==> config.mk <==
export PLATFORM = sky130hd
export DESIGN_NAME = dtw_distance_matrix_top
export DESIGN_NICKNAME = d
export VERILOG_FILES = /design/src/design/dtwdm_pkg.sv /design/src/design/dtwdm_front.sv /design/src/design/dtwdm_back.sv /design/src/design/dtw_distance_matrix_top.sv
export SDC_FILE = /design/constraint.sdc
export NUM_CORES = 2
export LEC_CHECK = 0
export ABC_AREA = 0
export ABC_CLOCK_PERIOD_IN_PS = 8200
export BUFFER_PORTS_ARGS = -buffer_cell sky130_fd_sc_hd__clkbuf_2
export CAP_MARGIN = 20
export CORE_MARGIN = 10
export CORE_UTILIZATION = 45
export CTS_CLUSTER_SIZE = 30
export DETAILED_ROUTE_END_ITERATION = 10
export GPL_TIMING_DRIVEN = 0
export PLACE_DENSITY = 0.67
export SETUP_SLACK_MARGIN = 0.3
export SLEW_MARGIN = 25
export SYNTH_ARGS = -nofsm -noshare
export SYNTH_HDL_FRONTEND = slang
export SYNTH_SLANG_ARGS = --single-unit
export TNS_END_PERCENT = 10
==> constraint.sdc <==
create_clock -name clk_i -period 8.2 [get_ports clk_i]
set_input_delay 0.82 -clock clk_i [delete_from_list [all_inputs] [get_ports clk_i]]
set_output_delay 0.82 -clock clk_i [all_outputs]
set_load 0.1 [all_outputs]
==> src/design/dtwdm_pkg.sv <==
`default_nettype none
package dtwdm_pkg;

  localparam int MAX_LEN     = 64;
  localparam int SAMPLE_BITS = 16;
  localparam int IDX_W       = $clog2(MAX_LEN);
  localparam int LEN_W       = 7;
  localparam int SUM_W       = 32;
  localparam int ROW_W       = 16;
  localparam int CMD_W       = 2;
  localparam int QDEPTH      = 2;
  localparam int QPTR_W      = $clog2(QDEPTH);
  localparam int QCNT_W      = $clog2(QDEPTH + 1);

  localparam logic [CMD_W-1:0] CMD_LOAD    = 2'd0;
  localparam logic [CMD_W-1:0] CMD_PROCESS = 2'd1;
  localparam logic [CMD_W-1:0] CMD_RESTART = 2'd2;

  localparam logic [LEN_W-1:0] LEN_RESET = LEN_W'(MAX_LEN);
  localparam logic [SUM_W-1:0] SUM_MAX   = {SUM_W{1'b1}};
  localparam logic [ROW_W-1:0] ROW_MAX   = {ROW_W{1'b1}};

  typedef enum logic [1:0] {
    OP_LOAD    = 2'd0,
    OP_PROCESS = 2'd1,
    OP_RESTART = 2'd2
  } op_e;

  typedef struct packed {
    op_e                           op;
    logic [IDX_W-1:0]              index;
    logic signed [SAMPLE_BITS-1:0] sample;
  } item_t;

  typedef enum logic [2:0] {
    ST_IDLE  = 3'b001,
    ST_RUN   = 3'b010,
    ST_DRAIN = 3'b100
  } state_e;

endpackage
`default_nettype wire

==> src/design/dtwdm_front.sv <==
`default_nettype none
module dtwdm_front
  import dtwdm_pkg::*;
(
  input  wire logic                          clk_i,
  input  wire logic                          rst_ni,
  input  wire logic                          in_valid_i,
  output logic                               in_ready_o,
  input  wire logic [CMD_W-1:0]              command_i,
  input  wire logic [IDX_W-1:0]              template_index_i,
  input  wire logic signed [SAMPLE_BITS-1:0] sample_i,
  output logic                               item_valid_o,
  output item_t                              item_o,
  input  wire logic                          item_ready_i
);

  item_t             fifo_q [QDEPTH];
  logic [QPTR_W-1:0] wr_ptr_q, wr_ptr_d, rd_ptr_q, rd_ptr_d;
  logic [QCNT_W-1:0] cnt_q, cnt_d;
  item_t             cls;
  logic              keep;
  logic              push, pop;

  // classify: unknown command is accepted and dropped
  always_comb begin
    cls.index  = template_index_i;
    cls.sample = sample_i;
    cls.op     = OP_LOAD;
    keep       = 1'b1;
    unique case (command_i)
      CMD_LOAD:    cls.op = OP_LOAD;
      CMD_PROCESS: cls.op = OP_PROCESS;
      CMD_RESTART: cls.op = OP_RESTART;
      default:     keep   = 1'b0;
    endcase
  end

  assign in_ready_o   = (cnt_q != QCNT_W'(QDEPTH));
  assign item_valid_o = (cnt_q != '0);
  assign item_o       = fifo_q[rd_ptr_q];
  assign push         = in_valid_i && in_ready_o && keep;
  assign pop          = item_valid_o && item_ready_i;

  always_comb begin
    wr_ptr_d = wr_ptr_q;
    rd_ptr_d = rd_ptr_q;
    cnt_d    = cnt_q;
    if (push) begin
      wr_ptr_d = (wr_ptr_q == QPTR_W'(QDEPTH - 1)) ? '0 : wr_ptr_q + 1'b1;
    end
    if (pop) begin
      rd_ptr_d = (rd_ptr_q == QPTR_W'(QDEPTH - 1)) ? '0 : rd_ptr_q + 1'b1;
    end
    if (push && !pop) begin
      cnt_d = cnt_q + 1'b1;
    end else if (pop && !push) begin
      cnt_d = cnt_q - 1'b1;
    end
  end

  always_ff @(posedge clk_i or negedge rst_ni) begin
    if (!rst_ni) begin
      wr_ptr_q <= '0;
      rd_ptr_q <= '0;
      cnt_q    <= '0;
    end else begin
      wr_ptr_q <= wr_ptr_d;
      rd_ptr_q <= rd_ptr_d;
      cnt_q    <= cnt_d;
    end
  end

  always_ff @(posedge clk_i) begin
    if (push) begin
      fifo_q[wr_ptr_q] <= cls;
    end
  end

endmodule
`default_nettype wire

==> src/design/dtwdm_back.sv <==
`default_nettype none
module dtwdm_back
  import dtwdm_pkg::*;
(
  input  wire logic             clk_i,
  input  wire logic             rst_ni,
  input  wire logic             cfg_we_i,
  input  wire logic [LEN_W-1:0] cfg_data_i,
  input  wire logic             item_valid_i,
  input  wire item_t            item_i,
  output logic                  item_ready_o,
  output logic                  out_valid_o,
  input  wire logic             out_ready_i,
  output logic [ROW_W-1:0]      row_index_o,
  output logic [IDX_W-1:0]      col_index_o,
  output logic [SUM_W-1:0]      distance_o,
  output logic                  last_in_row_o
);

  logic [SAMPLE_BITS-1:0] tmpl_mem [MAX_LEN];
  logic [SUM_W-1:0]       prev_mem [MAX_LEN];

  state_e                        state_q, state_d;
  logic [LEN_W-1:0]              len_q;
  logic [ROW_W-1:0]              row_cnt_q;
  logic [ROW_W-1:0]              row_idx_q;
  logic                          first_q;
  logic signed [SAMPLE_BITS-1:0] query_q;
  logic [IDX_W-1:0]              last_q, j_q;

  logic                   b_valid_q, b_last_q;
  logic [IDX_W-1:0]       b_col_q;
  logic [SAMPLE_BITS-1:0] t_q;
  logic [SUM_W-1:0]       up_q, diag_q;

  logic                   c_valid_q, c_last_q;
  logic [IDX_W-1:0]       c_col_q;
  logic [SAMPLE_BITS-1:0] c_cost_q;
  logic [SUM_W-1:0]       c_mu_q, left_q;

  logic                   out_valid_q;

  logic                   adv, pop, issue;
  logic [LEN_W-1:0]       len_m1;
  logic signed [SAMPLE_BITS:0] diff;
  logic [SAMPLE_BITS:0]   diff_abs;
  logic [SUM_W-1:0]       mu, base, cell_sum;
  logic [SUM_W:0]         sum;

  assign adv          = !out_valid_q || out_ready_i;
  assign item_ready_o = (state_q == ST_IDLE);
  assign pop          = item_valid_i && item_ready_o;
  assign issue        = (state_q == ST_RUN) && adv;
  assign out_valid_o  = out_valid_q;

  // clamp row length to 1..MAX_LEN
  always_comb begin
    if (len_q == '0) begin
      len_m1 = '0;
    end else if (len_q > LEN_W'(MAX_LEN)) begin
      len_m1 = LEN_W'(MAX_LEN - 1);
    end else begin
      len_m1 = len_q - 1'b1;
    end
  end

  always_comb begin
    state_d = state_q;
    unique case (state_q)
      ST_IDLE: begin
        if (pop && item_i.op == OP_PROCESS) state_d = ST_RUN;
      end
      ST_RUN: begin
        if (issue && j_q == last_q) state_d = ST_DRAIN;
      end
      ST_DRAIN: begin
        if (!b_valid_q && !c_valid_q) state_d = ST_IDLE;
      end
      default: state_d = ST_IDLE;
    endcase
  end

  // stage B: cost and min of diagonal / above
  always_comb begin
    diff     = $signed({query_q[SAMPLE_BITS-1], query_q})
             - $signed({t_q[SAMPLE_BITS-1], t_q});
    diff_abs = diff[SAMPLE_BITS] ? (SAMPLE_BITS+1)'(-diff) : diff;
    if (b_col_q == '0) begin
      mu = up_q;
    end else begin
      mu = (diag_q < up_q) ? diag_q : up_q;
    end
  end

  // stage C: fold in left neighbor, saturating add
  always_comb begin
    if (c_col_q == '0) begin
      base = first_q ? '0 : c_mu_q;
    end else if (first_q) begin
      base = left_q;
    end else begin
      base = (left_q < c_mu_q) ? left_q : c_mu_q;
    end
    sum      = {1'b0, base} + (SUM_W+1)'(c_cost_q);
    cell_sum = sum[SUM_W] ? SUM_MAX : sum[SUM_W-1:0];
  end

  always_ff @(posedge clk_i or negedge rst_ni) begin
    if (!rst_ni) begin
      state_q     <= ST_IDLE;
      len_q       <= LEN_RESET;
      row_cnt_q   <= '0;
      j_q         <= '0;
      b_valid_q   <= 1'b0;
      c_valid_q   <= 1'b0;
      out_valid_q <= 1'b0;
    end else begin
      state_q <= state_d;
      if (cfg_we_i) begin
        len_q <= cfg_data_i;
      end
      if (pop && item_i.op == OP_RESTART) begin
        row_cnt_q <= '0;
      end else if (pop && item_i.op == OP_PROCESS && row_cnt_q != ROW_MAX) begin
        row_cnt_q <= row_cnt_q + 1'b1;
      end
      if (pop) begin
        j_q <= '0;
      end else if (issue) begin
        j_q <= j_q + 1'b1;
      end
      if (adv) begin
        b_valid_q   <= issue;
        c_valid_q   <= b_valid_q;
        out_valid_q <= c_valid_q;
      end
    end
  end

  always_ff @(posedge clk_i) begin
    if (pop) begin
      query_q   <= item_i.sample;
      last_q    <= len_m1[IDX_W-1:0];
      first_q   <= (row_cnt_q == '0);
      row_idx_q <= row_cnt_q;
    end
    if (adv) begin
      b_col_q  <= j_q;
      b_last_q <= (j_q == last_q);
      c_col_q  <= b_col_q;
      c_last_q <= b_last_q;
      c_cost_q <= diff_abs[SAMPLE_BITS-1:0];
      c_mu_q   <= mu;
      if (b_valid_q) begin
        diag_q <= up_q;
      end
      if (c_valid_q) begin
        left_q        <= cell_sum;
        row_index_o   <= row_idx_q;
        col_index_o   <= c_col_q;
        distance_o    <= cell_sum;
        last_in_row_o <= c_last_q;
      end
    end
  end

  always_ff @(posedge clk_i) begin
    if (pop && item_i.op == OP_LOAD) begin
      tmpl_mem[item_i.index] <= item_i.sample;
    end
    if (adv) begin
      t_q <= tmpl_mem[j_q];
    end
  end

  always_ff @(posedge clk_i) begin
    if (adv && c_valid_q) begin
      prev_mem[c_col_q] <= cell_sum;
    end
    if (adv) begin
      up_q <= prev_mem[j_q];
    end
  end

endmodule
`default_nettype wire

==> src/design/dtw_distance_matrix_top.sv <==
// Channel   Handshake                Payload
// in        in_valid_i / in_ready_o  command_i, template_index_i, sample_i
// out       out_valid_o / out_ready_i row_index_o, col_index_o, distance_o, last_in_row_o
// cfg       cfg_we_i                 cfg_data_i (template_length)
//
// A query item holds the back end while it is taken, while it walks one cell per cycle
// through the template and previous-row memories (unless the output stalls), and while
// stages B and C drain. Load and restart items are taken without leaving idle.
// Unknown commands are dropped at the front.
// Reset (rst_ni, async low) clears control state; template_length returns to 64.
// A two-item queue lets input be taken while the back end walks a row or the output stalls.
`default_nettype none
module dtw_distance_matrix_top
  import dtwdm_pkg::*;
(
  input  wire logic                          clk_i,
  input  wire logic                          rst_ni,
  input  wire logic                          cfg_we_i,
  input  wire logic [LEN_W-1:0]              cfg_data_i,
  input  wire logic                          in_valid_i,
  output logic                               in_ready_o,
  input  wire logic [CMD_W-1:0]              command_i,
  input  wire logic [IDX_W-1:0]              template_index_i,
  input  wire logic signed [SAMPLE_BITS-1:0] sample_i,
  output logic                               out_valid_o,
  input  wire logic                          out_ready_i,
  output logic [ROW_W-1:0]                   row_index_o,
  output logic [IDX_W-1:0]                   col_index_o,
  output logic [SUM_W-1:0]                   distance_o,
  output logic                               last_in_row_o
);

  logic  item_valid;
  logic  item_ready;
  item_t item;

  dtwdm_front u_front (
    .clk_i            (clk_i),
    .rst_ni           (rst_ni),
    .in_valid_i       (in_valid_i),
    .in_ready_o       (in_ready_o),
    .command_i        (command_i),
    .template_index_i (template_index_i),
    .sample_i         (sample_i),
    .item_valid_o     (item_valid),
    .item_o           (item),
    .item_ready_i     (item_ready)
  );

  dtwdm_back u_back (
    .clk_i         (clk_i),
    .rst_ni        (rst_ni),
    .cfg_we_i      (cfg_we_i),
    .cfg_data_i    (cfg_data_i),
    .item_valid_i  (item_valid),
    .item_i        (item),
    .item_ready_o  (item_ready),
    .out_valid_o   (out_valid_o),
    .out_ready_i   (out_ready_i),
    .row_index_o   (row_index_o),
    .col_index_o   (col_index_o),
    .distance_o    (distance_o),
    .last_in_row_o (last_in_row_o)
  );

endmodule
`default_nettype wire
Word-level counts from Yosys, hierarchy flattened

Memory sizes are Yosys's and may differ from the RTL's. A register that Yosys moved wholly into a read port is not among the register bits.
Index checks and enable logic that the tools add are counted.

Register bits after elaboration: 227
Memory bits (writable): 3120
Input bits: 36
Output and inout port bits: 57
Logic and storage cells: 116
Memories: 3

Memory list:

| memory          | depth | width | read ports | clocked after Yosys merged registers in | write ports | RTL line          | RTL |
|---|---|---|---|---|---|---|---|
| u_back.prev_mem | 64    | 32    | 1          | 1                                       | 1           | dtwdm_back.sv:21  | `logic [SUM_W-1:0] prev_mem [MAX_LEN];` |
| u_back.tmpl_mem | 64    | 16    | 1          | 1                                       | 1           | dtwdm_back.sv:20  | `logic [SAMPLE_BITS-1:0] tmpl_mem [MAX_LEN];` |
| u_front.fifo_q  | 2     | 24    | 1          | 0                                       | 1           | dtwdm_front.sv:17 | `item_t fifo_q [QDEPTH];` |

Add/subtract/negate cells: 10
Magnitude comparators: 3
Equal/unequal tests: 13
Multiplexer cells: 29
Reduce and logical (&&, ||, !) cells: 33

Operators by type and width:

| kind                                                               | number |
|---|---|
| 32-bit two-way mux                                                 | 7 |
| 32-bit < comparator                                                | 2 |
| 16-bit two-way mux                                                 | 3 |
| 32-bit by 16-bit adder with 33-bit output                          | 1 |
| 6-bit two-way mux                                                  | 3 |
| 16-bit by 16-bit subtractor with 17-bit output                     | 1 |
| 16-bit by 1-bit adder with 16-bit output, second input constant    | 1 |
| 16-bit zero test                                                   | 1 |
| 16-bit inequality test, second input constant                      | 1 |
| 16-bit negator                                                     | 1 |
| 1-bit logical AND                                                  | 13 |
| 6-bit zero test                                                    | 2 |
| 1-bit two-way mux                                                  | 9 |
| 3-bit two-way mux                                                  | 3 |
| 3-bit case mux with 3 select lines                                 | 1 |
| 2-bit nonzero test                                                 | 4 |
| 7-bit > comparator, second input constant                          | 1 |
| 7-bit zero test                                                    | 1 |
| 6-bit by 1-bit adder with 6-bit output, second input constant      | 1 |
| 6-bit == test                                                      | 1 |
| 2-bit inequality test, second input constant                       | 3 |
| 6-bit by 1-bit subtractor with 6-bit output, second input constant | 1 |
| 1-bit zero test                                                    | 5 |
| 2-bit by 1-bit == test with 1-bit output, second input constant    | 2 |
| other kinds (15)                                                   | 20 |

Longest topological paths before layout

Word-level depth: 8
Mapped depth: 26
Mapped depth without buffers: 21

By module

Synthesis repeated with hierarchy kept, for this count alone.

Cells, all modules: 5681
Area total of the unflattened synthesis: 132314.4 µm²

By module, submodules not included:

| module      | instances | cells an instance | area an instance (µm²) |
|---|---|---|---|
| dtwdm_back  | 1         | 5584              | 130257.4 |
| dtwdm_front | 1         | 97                | 2057.0 |

Worst setup path after synthesis

No wires, ideal clock.

Path type: reg-to-reg
Start point: reg, netlist name u_back.distance_o[25]
End point: reg u_back.distance_o[28], data pin
Arrival: 7977 ps
Path slack: -505 ps
Stages on the path, launching flop included: 23
Path buffers: 3
Period minus slack after synthesis: 8705 ps
Cell sequence: edfxtp_1 ha_1 a21oi_1 o21ai_0 a2111oi_4 o21ai_1 a41oi_2 buf_6 buf_2 buf_1 a22o_1 ha_1 inv_1 fa_1 nor2b_1 o31ai_1 a21oi_1 a221o_1 a31oi_1 o31a_1 nor2_1 nand4b_2 a211oi_1

RTL lines:

| item                 | RTL line          | RTL |
|---|---|---|
| to (signal assigned) | dtwdm_back.sv:161 | `distance_o <= cell_sum;` |
| to (decl)            | dtwdm_back.sv:16  | `output logic [SUM_W-1:0] distance_o,` |

==> flow_summary.ini <==
[setup_path]
critPathKind = reg2reg
r2r_slack_ns = 0.43
startpoint = u_back.distance_o[27]$_DFFE_PP_
cp.arrival_ns = 8.38
r2r_start = u_back.distance_o[27]$_DFFE_PP_
cp.required_ns = 8.81
startpoint_type = register
reg2reg_to = u_back.prev_mem[6][28]$_DFFE_PP_
crit_fanout = 21
critPathCaptureType = register
endpoint = u_back.prev_mem[6][28]$_DFFE_PP_
reg2regPathDepth = 26

[synth]
avgSynthCellArea_um2 = 23.3
synth_seq_cells = 3395
synth_nets = 5800
synth-seq-area-share_pct = 77.0
async_flop_share_pct = 1.15
syn-cell-area_um2 = 132000
synth_edf_count = 3356
ys.flop_type = edfxtp_1
ys_types = 76
netlist_instances = 5661
yosys_warnings = 0

[routing]
drt_first_iter_violations = 8283
ant_nets = 0
firstDrtPassIters = 5
drc = 0
wl_mm = 336
vias = 63600
wl_per_cell_um = 32.2
routed_via_density = 6.11

[clock_network]
clk_pin_slew_ns = 0.06
cts.sinks = 3395
htreeDepth = 5
cts_tree = yes
numCtsBuffers = 332
clk_latency_ns = 0.89
cts-root-buf = clkbuf_16
cts.path.max_buffers = 4

[final_layout]
multi_input_area_um2 = 30300
fillers = 21800
ff_latch_area_um2 = 102000
drive_gt1_share_pct = 32.1
final_common_cell = edfxtp_1
nNetsFinal = 6391
area_growth_pct = 16.0
layout_common_cells = edfxtp_1, mux4_2, clkbuf_16

[pwr]
p_per_area_nw_per_um2 = 389
leakagePower_nw = 47.2
ir_worst_vdd_uv = 1430

[job]
drv_cap = 0

[timing]
finalSetupViolCount = 0
period_minus_slack_ns = 7.77
max_freq_mhz = 129
rsz0062_at_grt = no
drv_slew = 0
finalSetupTns_ns = 0
tightest_slew_ns = 1.17
max_slew_margin_pct = 22.1
skew_ns = 0.0499
timing.final.crit_share_pct = 94.8
whs_ns = 0.131
final-hold-violation-count = 0

[floorplan]
dieArea_um2 = 316000
ios = 93
core_area_um2 = 292000
die_w_um = 562
start_util_pct = 45.3
die_h_um = 562
fp-row-count = 198

[global_routing]
grt-ovfl-total = 0
grtUsageTotal_pct = 20.8
antenna_found_initial = 11
grt_pass1_vias = 64400
grt_pass1_wl_mm = 477
grt_max_degree = 66

[placement]
place_congestion = 0.851
io_buffers = 91
dpl.hpwl_mm = 223

[hold_path]
hold_path_class = in2reg

[outcome]
status = complete, no violations
## cell type report
cell class                 count  area share (%)
multi-input combinational   1903            19.8
clock buffer                 405            5.75
timing repair buffer         256            2.83
inverter                     108           0.265
antenna                        6         0.00979
clock inverter               180            1.04
tap                         3900            3.18
buffer                       256           0.764
sequential                  3395            66.4
## metrics by stage
step / instances / area, um2 / util [%] / worst slack [ns] / total power, mW
finish: 10400 / 153000 / 52.6 / 0.426 / 59.7
global route: 10400 / 153000 / 52.6 / 0.310 / 61.6
CTS: 10400 / 153000 / 52.5 / 0.315 / 59.5
detailed placement: 9814 / 143000 / 48.9 / -0.246 / 44.8
global placement: 9652 / 137000 / 47.2 / -5.47 / 39.3
floorplan: 5661 / 132000 / - / 0.0828 / 37.1
## critical path, cell delays in order, from the launching register on
cell	delay, ns
edfxtp_1	0.47
ha_1	0.37
a21oi_1	0.16
o21ai_0	0.27
a2111oi_4	0.54
o21ai_1	0.12
a41oi_2	0.35
buf_6	0.22
buf_2	0.30
clkbuf_4	0.33
a22o_1	0.19
ha_1	0.21
inv_1	0.08
fa_1	0.45
nor2b_2	0.33
o31ai_4	0.17
a21oi_1	0.28
a221o_1	0.25
a31oi_1	0.17
o31a_1	0.40
nor2_2	0.36
nand4b_4	0.26
nor4_2	0.45
a211oi_4	0.13
buf_8	0.21
buf_6	0.17
buf_6	0.18
## synthesized netlist by cell type, types with 20 or more instances
| library cell | n | share of area [%] |
|---|---|---|
| ha_1 | 101 | 0.96 |
| nand3_1 | 36 | 0.14 |
| a22o_1 | 20 | 0.13 |
| nand2_1 | 83 | 0.24 |
| xor2_1 | 35 | 0.23 |
| edfxtp_1 | 3356 | 76 |
| o21ai_0 | 30 | 0.11 |
| inv_1 | 107 | 0.30 |
| nor2_1 | 206 | 0.59 |
| mux2_2 | 59 | 0.50 |
| a21o_1 | 23 | 0.13 |
| a21oi_1 | 49 | 0.19 |
| mux4_2 | 1008 | 17 |
| dfrtp_1 | 37 | 0.70 |
| buf_1 | 78 | 0.22 |
| clkbuf_1 | 166 | 0.47 |
| xnor2_1 | 42 | 0.28 |
## registers in the layout, indices dropped and copies added (netlist names), 2 cells and up
register,flops
u_back.prev_mem,2048
u_back.tmpl_mem,1024
u_front.fifo_q,48
u_back.c_mu_q,32
u_back.diag_q,32
u_back.distance_o,32
u_back.up_q,32
u_back.c_cost_q,16
u_back.query_q,16
u_back.row_cnt_q,16
u_back.row_idx_q,16
u_back.row_index_o,16
u_back.t_q,16
u_back.len_q,7
u_back.b_col_q,6
u_back.c_col_q,6
u_back.col_index_o,6
u_back.j_q,6
u_back.last_q,6
u_back.state_q,3
u_front.cnt_q,2
## worst min path at each step
| stage | from | to | slack, ns | cells past startpoint |
|---|---|---|---|---|
| after detailed placement | u_back.row_idx_q[8]$_DFFE_PP_ | u_back.row_index_o[8]$_DFFE_PP_ | 0.41 | 0 |
| after CTS | sample_i[4] | u_front.fifo_q[0][4]$_DFFE_PP_ | 0.07 | 1 |
| after global routing | sample_i[11] | u_front.fifo_q[0][11]$_DFFE_PP_ | 0.10 | 1 |
| after global placement | u_back.row_idx_q[1]$_DFFE_PP_ | u_back.row_index_o[1]$_DFFE_PP_ | 0.41 | 0 |
| after floorplan | u_back.b_last_q$_DFFE_PN_ | u_back.c_last_q$_DFFE_PN_ | 0.40 | 0 |
| final | sample_i[11] | u_front.fifo_q[0][11]$_DFFE_PP_ | 0.13 | 1 |
## repair_timing
item                                    4_1_cts  5_1_grt
pin swaps                                     0        1
endpoints found under the hold margin        37        0
endpoints found under the setup margin     1849     1814
hold buffers                                  1        0
gates cloned                                  0        2
setup buffers                                 1        0
resized for setup                             5       21
## routing by layer
layer	global-route usage, %	up-vias	wire length, um
met5	0	-	34
met4	7.77	4	14500
met3	3.70	594	28300
met2	33.2	3351	162000
met1	29.0	34300	131000
li1	-	25400	-
## power breakdown
group	internal [mW]	switching, mW
sequential	28.1	0.383
combinational	4.13	12.2
clock	8.49	6.35
## cell families (layout without fill, tap and decap cells)
| logic type | count (synthesis) | in the layout | share of synthesized area, % |
|---|---|---|---|
| mux | 1076 | 1076 | 17.8 |
| flops | 3395 | 3395 | 77.0 |
| compound gates | 206 | 207 | 1.11 |
| xor+xnor | 77 | 77 | 0.510 |
| other cells | 0 | 6 | 0 |
| fa+ha+maj | 104 | 104 | 0.994 |
| simple gates | 438 | 439 | 1.55 |
| buf+inv | 365 | 1205 | 1.08 |
(Power assumes the default switching activity.)
